## src/hw/rtl/crpe_pkg.sv

```systemverilog
// Shared types and constants for the Catmull-Rom point evaluator.
package crpe_pkg;

    // Curve parameter and scale widths are fixed by the field formats.
    localparam int T_W     = 16;   // t, unsigned Q0.16
    localparam int SCALE_W = 16;   // scale, unsigned Q8.8
    localparam int FRAC_T  = 16;

    // Doubled basis weights fit in 21 signed bits (magnitude below 2^20).
    localparam int WGT_W = 21;

    typedef logic signed [WGT_W-1:0] wgt_t;

    localparam wgt_t WGT_TWO = 21'sd131072;   // 2.0 in signed Q4.16

    // Blend rounding: add one half of 2^17, then drop 17 bits.
    localparam int BLEND_SHIFT = 17;
    localparam int BLEND_BIAS  = 65536;

    // Scale rounding: add one half of 2^8, then drop 8 bits.
    localparam int SCALE_SHIFT = 8;
    localparam int SCALE_BIAS  = 128;

    // Pipeline stage numbers, input side first.
    localparam int PIPE_STAGES = 7;
    localparam int STG_T2      = 0;
    localparam int STG_T3      = 1;
    localparam int STG_WGT     = 2;
    localparam int STG_PROD    = 3;
    localparam int STG_SUM     = 4;
    localparam int STG_SPROD   = 5;
    localparam int STG_SOUT    = 6;

    // One load strobe per pipeline stage.
    typedef struct packed {
        logic [PIPE_STAGES-1:0] load;
    } pipe_ctl_t;

endpackage

```

## src/hw/rtl/crpe_scaler.sv

```systemverilog
// Two-stage saturating multiply of a coordinate by the Q8.8 scale.
module crpe_scaler #(
    parameter int COORD_WIDTH = 16
) (
    input  logic                                clk,
    input  crpe_pkg::pipe_ctl_t                 ctl,
    input  logic signed [COORD_WIDTH+1:0]       coord,
    input  logic [crpe_pkg::SCALE_W-1:0]        scale,
    output logic signed [COORD_WIDTH+9:0]       scaled
);
    import crpe_pkg::*;

    localparam int IW = COORD_WIDTH + 2;
    localparam int OW = COORD_WIDTH + 10;
    localparam int PW = IW + SCALE_W + 1;
    localparam int RW = PW + 1;
    localparam logic signed [RW-1:0] SAT_HI = {{(RW-OW+1){1'b0}}, {(OW-1){1'b1}}};
    localparam logic signed [RW-1:0] SAT_LO = {{(RW-OW+1){1'b1}}, {(OW-1){1'b0}}};

    logic signed [PW-1:0] prod_reg;
    logic signed [RW-1:0] rounded;
    logic signed [OW-1:0] scaled_next, scaled_reg;

    always_comb
    begin
        rounded = (RW'(prod_reg) + RW'(SCALE_BIAS)) >>> SCALE_SHIFT;
        priority if (rounded > SAT_HI)
            scaled_next = SAT_HI[OW-1:0];
        else if (rounded < SAT_LO)
            scaled_next = SAT_LO[OW-1:0];
        else
            scaled_next = rounded[OW-1:0];
    end

    always_ff @(posedge clk)
    begin
        if (ctl.load[STG_SPROD])
        begin
            prod_reg <= PW'(coord) * PW'($signed({1'b0, scale}));
        end
        if (ctl.load[STG_SOUT])
        begin
            scaled_reg <= scaled_next;
        end
    end

    assign scaled = scaled_reg;

endmodule

```

## config.mk

```make
export PLATFORM = sky130hd
export DESIGN_NAME = crpe_scaler
export DESIGN_NICKNAME = d
export VERILOG_FILES = /design/src/hw/rtl/crpe_pkg.sv /design/src/hw/rtl/crpe_scaler.sv
export SDC_FILE = /design/constraint.sdc
export NUM_CORES = 1
export LEC_CHECK = 0
export BUFFER_PORTS_ARGS = -buffer_cell sky130_fd_sc_hd__buf_4
export CAP_MARGIN = 20
export CORE_MARGIN = 1
export CORE_UTILIZATION = 30
export CTS_CLUSTER_DIAMETER = 200
export DETAILED_ROUTE_END_ITERATION = 10
export HOLD_SLACK_MARGIN = 0.12
export SLEW_MARGIN = 20
export SYNTH_ARGS = -nofsm -noshare
export SYNTH_HDL_FRONTEND = slang
export SYNTH_SLANG_ARGS = --single-unit
```

## constraint.sdc

```tcl
create_clock -name clk -period 16.4 [get_ports clk]
set_clock_uncertainty 0.15 [all_clocks]
set_input_delay 1.64 -clock clk [delete_from_list [all_inputs] [get_ports clk]]
set_output_delay 1.64 -clock clk [all_outputs]
set_load 0.005 [all_outputs]
```

==> impl_metrics.csv <==
group,metric,value,unit
clock_tree,clock_path_buffers,2,
clock_tree,cts_tree,"done",
routing,wl,29.7,mm
clock_tree,cts.hold.buffers_added,0,
sta,min_period,7.58,ns
sta,hold_ws,0.527,ns
global_route,track_usage,14.2,%
finish,area_growth,8.49,%
sta,fmax,132,MHz
synthesis,syn_nets,1853,
synthesis,yosys.area.top_type_share,43.5,%
critical_path,r2r_cells,8,
run_status,status,"finished, violations left",
place,port_buffers,62,
sta,period_share,46.2,%
finish,layout_common_cells,"inv_1, fa_1, nand2_1, and2_1, ha_1",
routing,ant_nets,0,
critical_path,rr_startpoint,"prod_reg[7]",
critical_path,critPathKind,"in2reg",
critical_path,r2r-end,"scaled[7]",
critical_path,worst_path_max_delay_cell,"fa_1",
floorplanning,die_h,213,um
synthesis,synth_edf_count,54,
finish,diodes,0,
routing,dr.pass1.iters,8,
place,dp_hpwl,24.9,mm
synthesis,ys_types,54,
synthesis,syn_area_per_cell,9.36,sq um
finish,layout_commonest_cell,"inv_1",
floorplanning,die_w,213,um
sta,rsz0062_at_grt,"false",
clock_tree,cts.clk_slew.worst_paths,0.07,ns
clock_tree,cts_buffers,5,
clock_tree,clkSinkCount,54,
critical_path,cp-endpoint,"prod_reg[34]",
synthesis,synthArstFlopShare,0,%
synthesis,ys_seq_area_share,12.1,%
global_route,grt_pass1_vias,10400,
sta,final_hold_viol_count,0,
finish,drive_gt1_share,6.02,%
floorplanning,die-area,0.0455,sq mm
routing,num_vias,9229,
finish,layout.nets,1865,
critical_path,crit_chain,"buf_4, nand2_1, fa_1, inv_1, fa_1, inv_1, fa_1, inv_1, fa_1, fa_1, inv_1, fa_1, inv_1, ha_1, a21oi_1, o211a_1, o31ai_1, nand2b_1, o21ai_2, a211oi_1, o211ai_1",
routing,via_per_inst,4.53,
hold_path,min_path_type,"reg2reg",
critical_path,cp-end-kind,"register",
routing,drc,4,
critical_path,crit_buf_inv,6,
sta,setup_viol,0,
critical_path,worst_setup_path_start_kind,"input port",
flow_run,cap_violations,0,
clock_tree,cts_setup_buffers,0,
critical_path,cp_max_fo,18,
global_route,grt-ovfl-total,0,
sta,tightest_slew,0.879,ns
critical_path,crit_start,"scale[10]",
floorplanning,core_area,0.0441,sq mm
floorplanning,initial_core_util,30.4,%
critical_path,required,16.27,ns
synthesis,dominantRegCellSynth,"edfxtp_1",
finish,largest_reg_flops,28,
global_route,antenna_found_initial,0,
synthesis,netlist_area,0.0134,sq mm
critical_path,cp.arrival,7.46,ns
critical_path,cpPeakStageDelay,0.59,ns
place,gp_congestion,0.839,
run_status,failed_checks,"DRC",
synthesis,yosys-top-cells-area,"fa_1, edfxtp_1, inv_1, ha_1, nand2_1",
clock_tree,htree_levels,2,
critical_path,crit_top_cell,"fa_1",
clock_tree,ctsRootBufferMaster,"clkbuf_16",
floorplanning,row_count,77,
critical_path,worstSetupPathDepth,21,
synthesis,ys_seq_elements,54,
clock_tree,clk-insertion-delay-late,0.30,ns
clock_tree,cts_resized,0,
global_route,grt_pass1_wl,51.3,mm
synthesis,postSynthCellCount,1432,
global_route,grt_max_degree,29,
synthesis,yosys.area.top_type,"fa_1",
synthesis,yosys_warnings,0,
sta,slew_headroom,41.4,%
sta,slew_viol_final,0,
critical_path,r2r_slack,13.40,ns
routing,first_iter_violations,408,
sta,fin_tns_setup,0,ns
floorplanning,pin_count,68,
critical_path,crit_family,"adder cells",
routing,drt-wirelength-per-cell,14.6,um
-- final cells by class --
class | count | area [sq um]
clock buffers | 5 | 125
clock inverters | 3 | 47.5
fillers | 4622 | 29600
inverters | 369 | 1390
multi-input cells | 952 | 10200
flip-flops and latches | 54 | 1620
well taps | 592 | 741
repair buffers | 62 | 465
-- tightest hold or removal path, delay by kind of cell (launching register included) --
family | cells | cell delay, ns
DFF | 1 | 0.37
xor gates and xnor gates | 1 | 0.08
AOI/OAI and AO/OA | 1 | 0.10
-- stage by stage --
| step | util [%] | instance area [sq um] | instances | worst slack (ns) |
|---|---|---|---|---|
| final | 33.0 | 14500 | 2037 | 8.82 |
| after global routing | 33.0 | 14500 | 2037 | 8.50 |
| after CTS | 33.0 | 14500 | 2037 | 8.79 |
| after detailed placement | 32.6 | 14400 | 2029 | 8.48 |
| after global placement | 32.6 | 14400 | 2029 | 8.58 |
| after floorplan | - | 13400 | 1432 | 8.78 |
-- cells in the mapped netlist, types with 10 or more instances --
cell and instances:
a21oi_1 25, ha_1 88, o21ai_0 10, clkbuf_1 50, xnor2_1 31, nand2_1 202
a21o_1 10, and2_1 115, xor2_1 24, nand3_1 17, fa_1 291, edfxtp_1 54
nor2_1 29, inv_1 369, o21ai_1 28
-- per-layer routing --
layer	vias to the layer above	global-route usage (%)	wire, um
li1	4270	-	-
met1	4774	16.8	11900
met2	133	27.6	16400
met3	52	1.10	641
met4	0	3.52	741
met5	-	0	0
-- worst min path at each step --
stage | startpoint | endpoint | cells past startpoint
final | prod_reg[21] | scaled[13] | 2
after global routing | prod_reg[21] | scaled[13] | 2
after CTS | prod_reg[14] | scaled[6] | 2
after detailed placement | prod_reg[14] | scaled[6] | 2
after global placement | prod_reg[14] | scaled[6] | 2
after floorplan | prod_reg[18] | scaled[10] | 2
-- logic make-up after synthesis --
kind of cell / synth area share, %
buf+inv: 12.1
simple gates: 14.4
fa+ha+maj: 51.7
compound gates: 6.11
xor+xnor: 3.59
flops: 12.1
Power is not shown: default switching activity piles up to over one toggle a cycle in this logic, so the estimate is an artifact.
