--- src/hw/rtl/crpe_pkg.sv ---
// Shared types and constants for the Catmull-Rom point evaluator.
package crpe_pkg;

    // Curve parameter and scale widths are fixed by the field formats.
    localparam int T_W     = 16;   // t, unsigned Q0.16
    localparam int SCALE_W = 16;   // scale, unsigned Q8.8
    localparam int FRAC_T  = 16;

    // Doubled basis weights fit in 21 signed bits (magnitude below 2^20).
    localparam int WGT_W = 21;

    typedef logic signed [WGT_W-1:0] wgt_t;

    localparam wgt_t WGT_TWO = 21'sd131072;   // 2.0 in signed Q4.16

    // Blend rounding: add one half of 2^17, then drop 17 bits.
    localparam int BLEND_SHIFT = 17;
    localparam int BLEND_BIAS  = 65536;

    // Scale rounding: add one half of 2^8, then drop 8 bits.
    localparam int SCALE_SHIFT = 8;
    localparam int SCALE_BIAS  = 128;

    // Pipeline stage numbers, input side first.
    localparam int PIPE_STAGES = 7;
    localparam int STG_T2      = 0;
    localparam int STG_T3      = 1;
    localparam int STG_WGT     = 2;
    localparam int STG_PROD    = 3;
    localparam int STG_SUM     = 4;
    localparam int STG_SPROD   = 5;
    localparam int STG_SOUT    = 6;

    // One load strobe per pipeline stage.
    typedef struct packed {
        logic [PIPE_STAGES-1:0] load;
    } pipe_ctl_t;

endpackage

--- src/hw/rtl/crpe_blend.sv ---
// Two-stage weighted blend of four control coordinates with rounding and saturation.
module crpe_blend #(
    parameter int COORD_WIDTH = 16
) (
    input  logic                              clk,
    input  crpe_pkg::pipe_ctl_t               ctl,
    input  crpe_pkg::wgt_t                    wgt [4],
    input  logic signed [COORD_WIDTH-1:0]     pt  [4],
    output logic signed [COORD_WIDTH+1:0]     blended
);
    import crpe_pkg::*;

    localparam int OW = COORD_WIDTH + 2;
    localparam int PW = WGT_W + COORD_WIDTH;
    localparam int SW = PW + 2;
    localparam logic signed [SW-1:0] SAT_HI = {{(SW-OW+1){1'b0}}, {(OW-1){1'b1}}};
    localparam logic signed [SW-1:0] SAT_LO = {{(SW-OW+1){1'b1}}, {(OW-1){1'b0}}};

    logic signed [PW-1:0] prod_reg [4];
    logic signed [SW-1:0] acc;
    logic signed [SW-1:0] shifted;
    logic signed [OW-1:0] blended_next, blended_reg;

    always_comb
    begin
        acc = SW'(prod_reg[0]) + SW'(prod_reg[1]) + SW'(prod_reg[2]) + SW'(prod_reg[3])
            + SW'(BLEND_BIAS);
        shifted = acc >>> BLEND_SHIFT;
        priority if (shifted > SAT_HI)
            blended_next = SAT_HI[OW-1:0];
        else if (shifted < SAT_LO)
            blended_next = SAT_LO[OW-1:0];
        else
            blended_next = shifted[OW-1:0];
    end

    always_ff @(posedge clk)
    begin
        if (ctl.load[STG_PROD])
        begin
            for (int k = 0; k < 4; k++)
            begin
                prod_reg[k] <= PW'(wgt[k]) * PW'(pt[k]);
            end
        end
        if (ctl.load[STG_SUM])
        begin
            blended_reg <= blended_next;
        end
    end

    assign blended = blended_reg;

endmodule

--- config.mk ---
export PLATFORM = sky130hd
export DESIGN_NAME = crpe_blend
export DESIGN_NICKNAME = d
export VERILOG_FILES = /design/src/hw/rtl/crpe_pkg.sv /design/src/hw/rtl/crpe_blend.sv
export SDC_FILE = /design/constraint.sdc
export NUM_CORES = 2
export LEC_CHECK = 0
export ABC_AREA = 1
export BUFFER_PORTS_ARGS = -buffer_cell sky130_fd_sc_hd__buf_2
export CORE_MARGIN = 5
export CORE_UTILIZATION = 57
export CTS_BUF_LIST = sky130_fd_sc_hd__clkbuf_16
export CTS_CLUSTER_DIAMETER = 40
export DETAILED_ROUTE_END_ITERATION = 16
export PLACE_DENSITY = 0.74
export SYNTH_ARGS = -nofsm -noshare
export SYNTH_HDL_FRONTEND = slang
export SYNTH_SLANG_ARGS = --single-unit
--- constraint.sdc ---
create_clock -name clk -period 14.6 [get_ports clk]
set_input_delay 2.92 -clock clk [delete_from_list [all_inputs] [get_ports clk]]
set_output_delay 2.92 -clock clk [all_outputs]
set_load 0.01 [all_outputs]
==> flow_summary.yaml <==
placement:
  portBuffers: 168
  gp_congestion: 0.947
  pre_cts_ws_ps: 5490
  hpwl_um: 125000
  dpl.cell_count: 8533
job:
  drv_cap: 0
floorplan:
  fp.dieArea_sq_mm: 0.112
  boundaryPins: 174
  die_x_um: 335
  core_area_sq_mm: 0.105
  rows: 119
  die_y_um: 335
  start_util: 0.573
synth:
  synth-edff-count: 166
  synth_commonest_cells: "inv_1, nand2_1, fa_1, ha_1, clkbuf_1"
  yosysWarningCount: 0
  syn-instance-count: 7244
  synth-seq-area-share: 0.0827
  yosys-top-cells-area: "fa_1, inv_1, nand2_1"
  syn_area_sq_mm: 0.0603
  yosys.area.top_type_share: 0.466
  ys.flop_type: "edfxtp_1"
  yosys.area.top_type: "fa_1"
  syn_nets: 9241
  synth_cell_types: 44
  synth-seq-cells: 166
  synthArstFlopShare: 0
  yosysMostFrequentCell: "inv_1"
  avgSynthCellArea_sq_um: 8.32
worst_setup_path:
  r2r_slack_ps: 10230
  r2r-end: "blended[1]"
  crit_fanout: 21
  max_stage_delay_ps: 560
  reg2reg_depth: 17
  path_class: "in2reg"
  worst_path_most_repeated_cell: "fa_1"
  crit_path_start_kind: "input port"
  r2r-start: "prod_reg[3][18]"
  endpoint_kind: "flop"
  cp_slowest_cell: "fa_1"
  cp.arrival_ps: 8960
  path_cells: "buf_2 -> nand2_1 -> fa_1 -> inv_1 -> fa_1 -> inv_1 -> fa_1 -> inv_1 -> fa_1 -> inv_1 -> fa_1 -> inv_1 -> fa_1 -> ha_1 -> nand2_1 -> nor2_1 -> nand4_1 -> o211ai_1 -> a21oi_1 -> o21ai_0 -> nand3b_1 -> nand3_1 -> nand2_1"
  crit_required_ps: 14820
cells_and_area:
  fill_cells: 9383
  largest_register_ffs: 148
  stdcell_count: 8566
  fin_util: 0.594
  num-nets-final: 9158
  drive_above_1_share: 0.0346
  areaGrowthSynthToFinish_pct: 3.65
drt:
  wl_met1_um: 57900
  wl_per_cell_um: 17.2
  drtPass1Iterations: 6
  wl_um: 147000
  ant_nets: 0
  dr_wl_met2_um: 73800
  viasPerCell: 5.26
  drt_iter0_drc: 3350
  num_vias: 45000
  top_layer: "met5"
  drc: 0
  route.met3.wl_um: 9470
global_routing:
  grt.total_usage: 0.274
  grt_pass1_vias: 49100
  antenna_found_initial: 3
  grt_max_degree: 83
  grt_pass1_wl_um: 247000
  overflow: 0
min_path:
  min_to: "blended[3]"
  worstHoldStart: "prod_reg[1][0]"
  hold_depth: 6
  hold_class: "reg2reg"
clocking:
  clockBufferDepth: 2
  clkSinkCount: 166
  cts_made_buffers: 17
  ctsHtreeMaxLevel: 4
  post-cts-setup-buffers: 0
  clkLatencyLatePin_ps: 480
  root_buffer: "clkbuf_16"
  ctsHoldBuffers: 0
  cts_tree: "done"
  clkTransAtPathRegs_ps: 80
  post_cts_resized: 0
sta:
  fin_skew_ps: 32.8
  setup_violations: 0
  fin_crit_ps: 8730
  clock.fmax_mhz: 114
  timing.final.ws_setup_ps: 5870
  drv_slew: 0
  worst_pin_slew_ps: 991
  slew_headroom: 0.339
  fin_crit_sh: 0.598
  final-hold-violation-count: 0
  rsz0062_at_grt: "false"
  tns_ps: 0
run_status:
  run_status: "finished, final reports clean"
-- logic make-up (layout without fill, tap and decap cells) --
family | Yosys count | in the layout | synth area share
buffers and inverters | 2538 | 2468 | 0.158
AND/OR/NAND/NOR | 2120 | 2120 | 0.138
adder cells (fa/ha/maj) | 1841 | 1841 | 0.557
AO/OA/AOI/OAI | 392 | 392 | 0.0375
XOR/XNOR | 187 | 187 | 0.0272
flip-flops | 166 | 166 | 0.0827
other | 0 | 1 | 0
-- layout make-up --
type / instances / area, sq um / area share
Antenna cell: 1 / 2.50 / 0.0000400
Clock buffer: 17 / 425 / 0.00681
Clock inverter: 15 / 204 / 0.00326
Inverter: 2266 / 8510 / 0.136
Multi-Input combinational cell: 4540 / 45800 / 0.732
Sequential cell: 166 / 4980 / 0.0798
Tap cell: 1391 / 1740 / 0.0279
Timing Repair Buffer: 170 / 862 / 0.0138
-- through the flow --
step	area (sq um)	hold WS [ps]
global placement	61900	1170
floorplan	60300	923
global route	62500	1260
detailed placement	61900	1140
finish	62500	1180
CTS	62500	1160
-- layer usage --
layer	up-vias	global-route usage
li1	20300	-
met1	22700	0.358
met2	1622	0.473
met3	359	0.0313
met4	4	0.104
met5	-	0
-- how the worst max path moves through the flow --
stage / end / startpoint / cells past startpoint / slack (ps)
5_1_grt: prod_reg[3][35] / pt[7] / 23 / 5560
3_5_place_dp: prod_reg[3][35] / pt[7] / 23 / 5490
4_1_cts: prod_reg[3][35] / pt[7] / 23 / 5970
2_1_floorplan: prod_reg[3][35] / wgt[7] / 24 / 6170
6_report: prod_reg[3][35] / pt[7] / 23 / 5870
3_3_place_gp: prod_reg[3][35] / pt[7] / 23 / 5550
-- worst max-delay path: cells and delay by family --
kind            cells  cell delay, ps
simple gates        7             900
buf+inv             6             690
compound gates      3            1030
fa+ha+maj           7            3380
-- layout by cell type (no fill, tap or decap), types with 23 or more instances in the layout --
cell	instances
nor3_1	33
xor2_1	120
buf_2	167
fa_1	1402
inv_1	2264
a21oi_1	185
a21o_1	27
nand3_1	67
nor2_1	239
nand2_1	1704
edfxtp_1	166
xnor2_1	67
ha_1	439
o21ai_0	94
or2_2	23
Power is left out: the tool's default activity adds up to more than one toggle a clock period on the data nets, which glitch-free logic cannot reach.
