$ cat config.mk
export PLATFORM = sky130hd
export DESIGN_NAME = crpe_weight_gen
export DESIGN_NICKNAME = d
export VERILOG_FILES = /design/src/hw/rtl/crpe_pkg.sv /design/src/hw/rtl/crpe_weight_gen.sv
export SDC_FILE = /design/constraint.sdc
export NUM_CORES = 1
export LEC_CHECK = 0
export ABC_AREA = 1
export BUFFER_PORTS_ARGS = -buffer_cell sky130_fd_sc_hd__buf_2
export CORE_AREA = 4 4 363 222
export DETAILED_ROUTE_END_ITERATION = 16
export DIE_AREA = 0 0 367 226
export PLACE_DENSITY_LB_ADDON = 0.15
export SYNTH_ARGS = -nofsm -noshare
export SYNTH_HDL_FRONTEND = slang
export SYNTH_SLANG_ARGS = --single-unit
$ cat constraint.sdc
create_clock -name clk -period 8.6 [get_ports clk]
set_input_delay 2.58 -clock clk [delete_from_list [all_inputs] [get_ports clk]]
set_output_delay 2.58 -clock clk [all_outputs]
set_load 0.02 [all_outputs]
$ cat src/hw/rtl/crpe_pkg.sv
// Shared types and constants for the Catmull-Rom point evaluator.
package crpe_pkg;

    // Curve parameter and scale widths are fixed by the field formats.
    localparam int T_W     = 16;   // t, unsigned Q0.16
    localparam int SCALE_W = 16;   // scale, unsigned Q8.8
    localparam int FRAC_T  = 16;

    // Doubled basis weights fit in 21 signed bits (magnitude below 2^20).
    localparam int WGT_W = 21;

    typedef logic signed [WGT_W-1:0] wgt_t;

    localparam wgt_t WGT_TWO = 21'sd131072;   // 2.0 in signed Q4.16

    // Blend rounding: add one half of 2^17, then drop 17 bits.
    localparam int BLEND_SHIFT = 17;
    localparam int BLEND_BIAS  = 65536;

    // Scale rounding: add one half of 2^8, then drop 8 bits.
    localparam int SCALE_SHIFT = 8;
    localparam int SCALE_BIAS  = 128;

    // Pipeline stage numbers, input side first.
    localparam int PIPE_STAGES = 7;
    localparam int STG_T2      = 0;
    localparam int STG_T3      = 1;
    localparam int STG_WGT     = 2;
    localparam int STG_PROD    = 3;
    localparam int STG_SUM     = 4;
    localparam int STG_SPROD   = 5;
    localparam int STG_SOUT    = 6;

    // One load strobe per pipeline stage.
    typedef struct packed {
        logic [PIPE_STAGES-1:0] load;
    } pipe_ctl_t;

endpackage

$ cat src/hw/rtl/crpe_weight_gen.sv
// Three-stage generator of the doubled Catmull-Rom basis weights from t.
module crpe_weight_gen (
    input  logic                       clk,
    input  crpe_pkg::pipe_ctl_t        ctl,
    input  logic [crpe_pkg::T_W-1:0]   curve_param,
    output crpe_pkg::wgt_t             wgt [4]
);
    import crpe_pkg::*;

    logic [T_W-1:0]   t_a_reg, t_b_reg;
    logic [T_W-1:0]   t2_a_reg, t2_b_reg, t3_b_reg;
    logic [2*T_W-1:0] tt_prod, ttt_prod;
    wgt_t             t_s, t2_s, t3_s;
    wgt_t             wgt_next [4];
    wgt_t             wgt_reg  [4];

    assign tt_prod  = (2*T_W)'(curve_param) * (2*T_W)'(curve_param);
    assign ttt_prod = (2*T_W)'(t2_a_reg) * (2*T_W)'(t_a_reg);

    always_ff @(posedge clk)
    begin
        if (ctl.load[STG_T2])
        begin
            t_a_reg  <= curve_param;
            t2_a_reg <= tt_prod[2*T_W-1:FRAC_T];
        end
        if (ctl.load[STG_T3])
        begin
            t_b_reg  <= t_a_reg;
            t2_b_reg <= t2_a_reg;
            t3_b_reg <= ttt_prod[2*T_W-1:FRAC_T];
        end
        if (ctl.load[STG_WGT])
        begin
            for (int k = 0; k < 4; k++)
            begin
                wgt_reg[k] <= wgt_next[k];
            end
        end
    end

    always_comb
    begin
        t_s  = $signed({{(WGT_W-T_W){1'b0}}, t_b_reg});
        t2_s = $signed({{(WGT_W-T_W){1'b0}}, t2_b_reg});
        t3_s = $signed({{(WGT_W-T_W){1'b0}}, t3_b_reg});
        wgt_next[0] = -t3_s + (t2_s <<< 1) - t_s;
        wgt_next[1] = (t3_s <<< 1) + t3_s - (t2_s <<< 2) - t2_s + WGT_TWO;
        wgt_next[2] = -(t3_s <<< 1) - t3_s + (t2_s <<< 2) + t_s;
        wgt_next[3] = t3_s - t2_s;
    end

    assign wgt = wgt_reg;

endmodule

==> run summary, run 1 <==
The run finished with clean final reports. The H-tree depth came out at 4. The post-cts gate resize count is 0. The effective utilization at floorplan came out at between 30% and 40%. The HPWL after detailed placement came out at ~64000 um. The capturing point of the worst reg2reg path is t3_b_reg[14]. The largest clock skew in the final design is 0.0198 ns.

Clock tree synthesis found a total of roughly 160 sinks. In this run the vertical extent of the chip is around 230 um. The row count is 79. The number of enable-type register cells in the synthesized netlist came out at between 150 and 200. In this run, CTS created clock tree buffers numbering 17.

The most numerous cell type found on the critical path is fa_1. Sorting the synthesized cells by how often they occur yields 913 x inv_1, 853 x nand2_1, 417 x fa_1. The most used flip-flop cell after synthesis is edfxtp_1.

The library cell with the highest instance count after synthesis is inv_1. The Yosys warning count is 0. The count of unresolved DRC violations after routing came out at 0.

The required time at the endpoint of the critical path is around 9 ns. TritonCTS built the clock tree. The wire length of the first global-routing pass is 123000 um. The worst setup path is captured at a flop. Global routing used a little under a fifth of the available tracks. The layout has around 8100 filler cells. The critical path goes through buf_2, buf_4, nand2_1, fa_1, inv_1, fa_1, fa_1, fa_1, fa_1, inv_1, fa_1, inv_1, ha_1, a21oi_1, o21ai_0, inv_1, nand2_1, a21oi_1, nand2_1, nand2_1, nand2_1.

The slowest stage of the critical path is the fa_1 cell. The tool flagged a number of max-cap violations equal to 0. The number of antenna-violating nets in the routed design is 0. After detailed routing, the total wire length is about 77000 um. The area taken by flip-flops and latches came out at 0.00477 mm2. The later-pin clock latency in the skew report is about 0.46 ns. The number of port buffers is a little over 100. The core region area is between 0.07 and 0.08 mm2. The multi-input combinational cell area came out at 0.0191 mm2.

Synthesis handed over a netlist of about 3400 instances. The utilization after layout came out at around 39%. Counting instances, the worst hold path has a depth of 1. The buffer depth of the longest clock path is 2. The final count of negative-setup-slack endpoints is 0. The post-route cell area is around 0.030 mm2. The pin count of the biggest net entering global routing is between 50 and 60. The fraction of registers with async set or reset after synthesis came out at 0%.

The count of inserted antenna diode cells came out at 0. The die is 367 um wide. The floorplan step defined a die boundary enclosing a little over 0.08 mm2. The total nets after synthesis is approximately 4200. The total standard cell area after synthesis is between 0.02 and 0.03 mm2. The tree is rooted in a clkbuf_16. The number of hold violations in the final report was 0. The count of final max-slew check failures was 0.

The signal arrival time at the worst endpoint came out at ~7.9 ns. The top-level I/O count came out at between 100 and 150. The reg-to-reg startpoint is t2_a_reg[12]. The detailed-routing iteration count for the pre-antenna-repair pass is 5. After the first detailed-routing iteration, the DRC count stood at ~1700. The register-to-register path setup slack came out at about 2.3 ns. The startpoint type of the worst setup path is a primary input. The routability congestion estimate came out at approximately 0.9. For the final routed database, the setup TNS stands at 0 ns. The per-cell via count in the routed design came out at 4.67. The final global-route overflow total is 0. The final worst-path cycle share came out at between 80 and 90%. The total via count after detailed routing is about 21000. The transition time of the tightest slew-check pin is 1.22 ns. The area of placed instances is 0.0292 mm2. The sequential cell area fraction in the yosys report came out at between 10% and 20%. The top-area cell type share of the netlist area is a little under a third. Dividing the detail-routed wire length by the instance count gives ~17 um. The layout overhead on the synthesized area came out at 7.71%. Following the worst setup path forward leads to its endpoint at t2_a_reg[13]. The number of antenna violations at the first check in global routing came out at 0.

The post-route minimum period came out at ~7.7 ns. Timing would allow up to approximately 130 MHz. The worst setup path is of the primary input to flop kind. The final net count came out at between 4000 and 5000. The relative slew slack came out at between 10% and 20%. For this design, the CTS-stage hold fixing added 0 buffers.

The cell count of the worst reg-to-reg path came out at 19. Setup repair after global routing left no endpoint under its margin. In the final layout, the share of cells above drive strength 1 is between 4 and 5%.

The maximum fanout along the worst path is 14. The number of global-route vias before repair is around 21000. The synthesized netlist contains 39 unique library cells. The post-synthesis register bit count is between 150 and 200. The register with the most flip-flops in the layout has a little under 80 of them. By area the synthesized netlist is led by fa_1 30%, edfxtp_1 17%, ha_1 14%. The CTS clock-pin slew for the worst setup and hold paths came out at 0.07 ns. fa_1 takes more of the synthesized area than any other cell. The tightest min-delay check is of the flop to flop type.

The synthesized area divided by synthesized cell count is 8.09 um2. In this design, the stage delay of the slowest critical-path cell is 0.62 ns. The buffers inserted during post-CTS setup optimization came out at 0.

The critical path starts at curve_param[9].
## layer usage
metal  GRT usage [%]  wire length (um)  vias up
met4            1.80               388        0
li1                -                 -    10300
met5               0                 0        -
met1            32.9             43700    10100
met2            24.7             27600      570
met3            3.35              5080       26
## stage by stage
step,worst slack (ns),hold WS [ns],cells
2_1_floorplan,1.01,0.424,3418
3_3_place_gp,0.541,0.751,4461
3_5_place_dp,0.514,0.744,4461
4_1_cts,0.998,0.757,4493
5_1_grt,0.581,0.789,4493
6_report,0.912,0.761,4493
## cell families (layout without fill, tap and decap cells)
logic type / Yosys count / after routing / share of synthesized area (%)
AO/OA/AOI/OAI: 278 / 278 / 5.48
XOR/XNOR: 80 / 80 / 2.53
adder cells (fa/ha/maj): 725 / 725 / 44.1
buffers and inverters: 1008 / 1071 / 13.8
flip-flops: 159 / 159 / 17.3
AND/OR/NAND/NOR: 1168 / 1168 / 16.8
## worst max-delay path, delay by kind of cell
kind	cells	cell delay (ns)
buffers and inverters	6	0.91
AOI/OAI and AO/OA	3	0.77
adders and majority gates	7	3.24
and+or+nand+nor	5	0.37
## how the worst min path moves through the flow
stage	startpoint	to	slack, ns
after floorplan	t2_a_reg[10]	t2_b_reg[10]	0.42
after global placement	t2_a_reg[1]	t2_b_reg[1]	0.75
after detailed placement	t2_a_reg[1]	t2_b_reg[1]	0.74
after CTS	t2_a_reg[1]	t2_b_reg[1]	0.76
after global routing	t2_a_reg[1]	t2_b_reg[1]	0.79
final	t2_a_reg[1]	t2_b_reg[1]	0.76
## placed cells by master, fill, tap and decap left out, drive strengths merged, types with 9 or more instances in the layout
cell / instances
a21boi: 9
nand3: 94
nor3: 17
xnor2: 19
ha: 308
a21oi: 153
xor2: 61
nor2: 164
nand4: 24
buf: 125
a21o: 10
clkbuf: 19
fa: 417
nand2: 856
inv: 920
o21ai: 81
o21bai: 14
edfxtp: 159
## final cells by class
type	instances	share of cell area [%]
Tap cell	1012	4.25
Clock buffer	19	1.45
Multi-Input combinational cell	2251	64.0
Clock inverter	13	0.420
Timing Repair Buffer	125	2.29
Inverter	914	11.5
Sequential cell	159	16.0
Power of run 1 is not shown: default switching activity piles up to over one toggle a cycle in this logic, so the estimate is an artifact.
==> run 2, diff against run 1 <==
--- a/config.mk
+++ b/config.mk
@@ -7,9 +7,9 @@
 export LEC_CHECK = 0
 export ABC_AREA = 1
 export BUFFER_PORTS_ARGS = -buffer_cell sky130_fd_sc_hd__buf_2
-export CORE_AREA = 4 4 363 222
+export CORE_AREA = 4 4 326 200
 export DETAILED_ROUTE_END_ITERATION = 16
-export DIE_AREA = 0 0 367 226
+export DIE_AREA = 0 0 330 204
 export PLACE_DENSITY_LB_ADDON = 0.15
 export SYNTH_ARGS = -nofsm -noshare
 export SYNTH_HDL_FRONTEND = slang
==> run 2 against run 1 <==
Effect of this change:
- global-route usage is 3.2 points higher
- first-iteration DRC count grew 5.1%
- sequential share of layout area grew 0.13 points
- critical path type unchanged
- critical endpoint is now t2_a_reg[15]
==> run summary, run 2 (synthesis gave the netlist of run 1 again) <==
The tightest min-delay check is of the flop to flop type. After routing the design area is roughly 0.030 mm2. Data arrives at the worst endpoint at between 7 and 8 ns. The wire length per cell after detailed routing is 16.6 um.

The post-cts gate resize count is 0. The number of global-route vias before repair came to a little over 20000. In this run the tightest slew margin relative to its limit is 26.7%.

The area of placed instances is 0.0289 mm2. The worst setup path is of the primary input to flop kind. The combined global-route utilization of all metal layers is between 20% and 30%. The number of antenna violations at the first check in global routing came to 0. CTS placed an instance of clkbuf_16 at the clock tree root. The clock reaches the later pin of the worst-skew pair after 0.46 ns.

The share of final-layout standard cells stronger than drive strength 1 is 4.69%. The CTS clock-pin slew for the worst setup and hold paths is ~0.080 ns. The violation count after the first detailed-routing iteration came out at roughly 1800. The final net count came out at 4209. The number of hold violations in the final report is 0.

Setup violations remaining at the end of the flow were counted as 0. The top cell types in the final layout, fill and taps aside, are 913 x inv_1, 853 x nand2_1, 417 x fa_1. The number of antenna-violating nets in the routed design is 0.

The maximum frequency from static timing analysis is 129 MHz. Hold is met by about 0.75 ns. Entering global routing, the biggest net connects 80 pins. The largest clock skew in the final design is approximately 0.015 ns.

Dividing the final minimum period by the clock period gives around 90%. The required time at the endpoint of the critical path is 8.81 ns. The core region area is ~0.062 mm2. The die is roughly 330 um wide. The count of final max-slew check failures came out at 0. The H-tree depth came out at 4.

Setup repair after global routing left no endpoint under its margin. The total via count after detailed routing is between 20000 and 25000. The transition time of the tightest slew-check pin is about 1.1 ns. The row count came out at 71. The final setup TNS came out at 0 ns.

The worst path setup slack after routing is 0.843 ns. STA classifies the critical path endpoint as a flop. Compared with the post-synthesis result, the final layout area differs by 6.84%. The launching instance or port of the critical path is curve_param[3]. The final global-route overflow total came out at 0. The overall routed net length is 71600 um. The worst register-to-register path begins at t2_a_reg[8]. The number of buffers created by CTS is 17. The startpoint of the lowest-slack hold path is t_a_reg[6].

At the end of routability-driven placement, the weighted congestion stood at approximately 0.94. The overall die area is between 0.06 and 0.07 mm2. The number of port buffers is 103. The die span in y came out at ~200 um. The detailed-routing iteration count for the pre-antenna-repair pass came out at 6. The top-level I/O count came out at between 100 and 150. The initial utilization of the core area, before any placement, comes to approximately 45%. TritonCTS built the clock tree. The run finished with clean final reports.

The reported max-cap violation count is 0. The buffer depth of the longest clock path came out at 2. The library cell used most frequently in the layout, excluding fill and tap cells, is inv_1. The number of sinks driven by the clock tree is ~160. The setup slack after placement came out at between 0.4 and 0.5 ns. The wire length of the first global-routing pass came out at about 120000 um. The post-route minimum period is about 7.8 ns. Buffers inserted to repair hold after CTS numbered 0. The count of inserted antenna diode cells came out at 0.

STA classifies the critical path startpoint as a primary input. Along the worst path, the maximum fanout reaches 17. The HPWL after detailed placement came out at approximately 60000 um.

The per-cell via count in the routed design came out at about 4.9. The number of flip-flops in the largest register is between 70 and 80. The buffers inserted during post-CTS setup optimization is 0. The count of unresolved DRC violations after routing is 0.
## run 2: cell types whose count changed in the layout (fill, tap and decap cells not counted), sizes merged
cell / previous run / this run
buf: 125 / 117
bufinv: 0 / 1
clkbuf: 19 / 18
clkinv: 7 / 3
clkinvlp: 0 / 2
inv: 920 / 922
## run 2: path summary, 6_finish.rpt
kind	end	slack, ns	depth (start not counted)
setup / recovery	t2_a_reg[15]	0.84	25
hold reg to reg	t_b_reg[6]	0.75	1
setup reg to reg	t3_b_reg[11]	2.45	19
hold / removal	t_b_reg[6]	0.75	1
## run 2: through the flow
step / util, % / std cells
after global placement: 46.6 / 4280
after CTS: 47.6 / 4312
after global routing: 47.6 / 4312
final: 47.6 / 4312
after detailed placement: 46.6 / 4280
after floorplan: - / 3418
## run 2: layout make-up
type | instances | area (um2)
Clock buffer | 18 | 429
Clock inverter | 14 | 166
Fill cell | 6094 | 32600
Inverter | 914 | 3430
Multi-Input combinational cell | 2251 | 19100
Sequential cell | 159 | 4770
Tap cell | 839 | 1050
Timing Repair Buffer | 117 | 623
## run 2: critical path, stage by stage
cell and delay (ns):
buf_2 0.28, nand2_1 0.18, inv_1 0.07, fa_1 0.53
inv_1 0.06, fa_1 0.53, inv_1 0.05, fa_1 0.51
inv_1 0.07, fa_1 0.53, inv_1 0.05, fa_1 0.48
inv_1 0.05, fa_1 0.48, inv_1 0.04, ha_1 0.31
nand2_1 0.10, nor2_1 0.14, inv_1 0.15, nor3_1 0.15
nand2_1 0.07, nand2_1 0.23, nand2_1 0.13, nand3b_1 0.10
nand2_1 0.06
## run 2: per-layer routing
| metal | global-route usage [%] | up-vias | part of all wire [%] |
|---|---|---|---|
| met1 | 38.5 | 10000 | 55 |
| met2 | 28.8 | 674 | 36 |
| met3 | 4.31 | 18 | 8.3 |
| met4 | 2.18 | 0 | 0.44 |
| li1 | - | 10300 | - |
| met5 | 0 | - | 0 |
Power of run 2 is left out for the same reason.
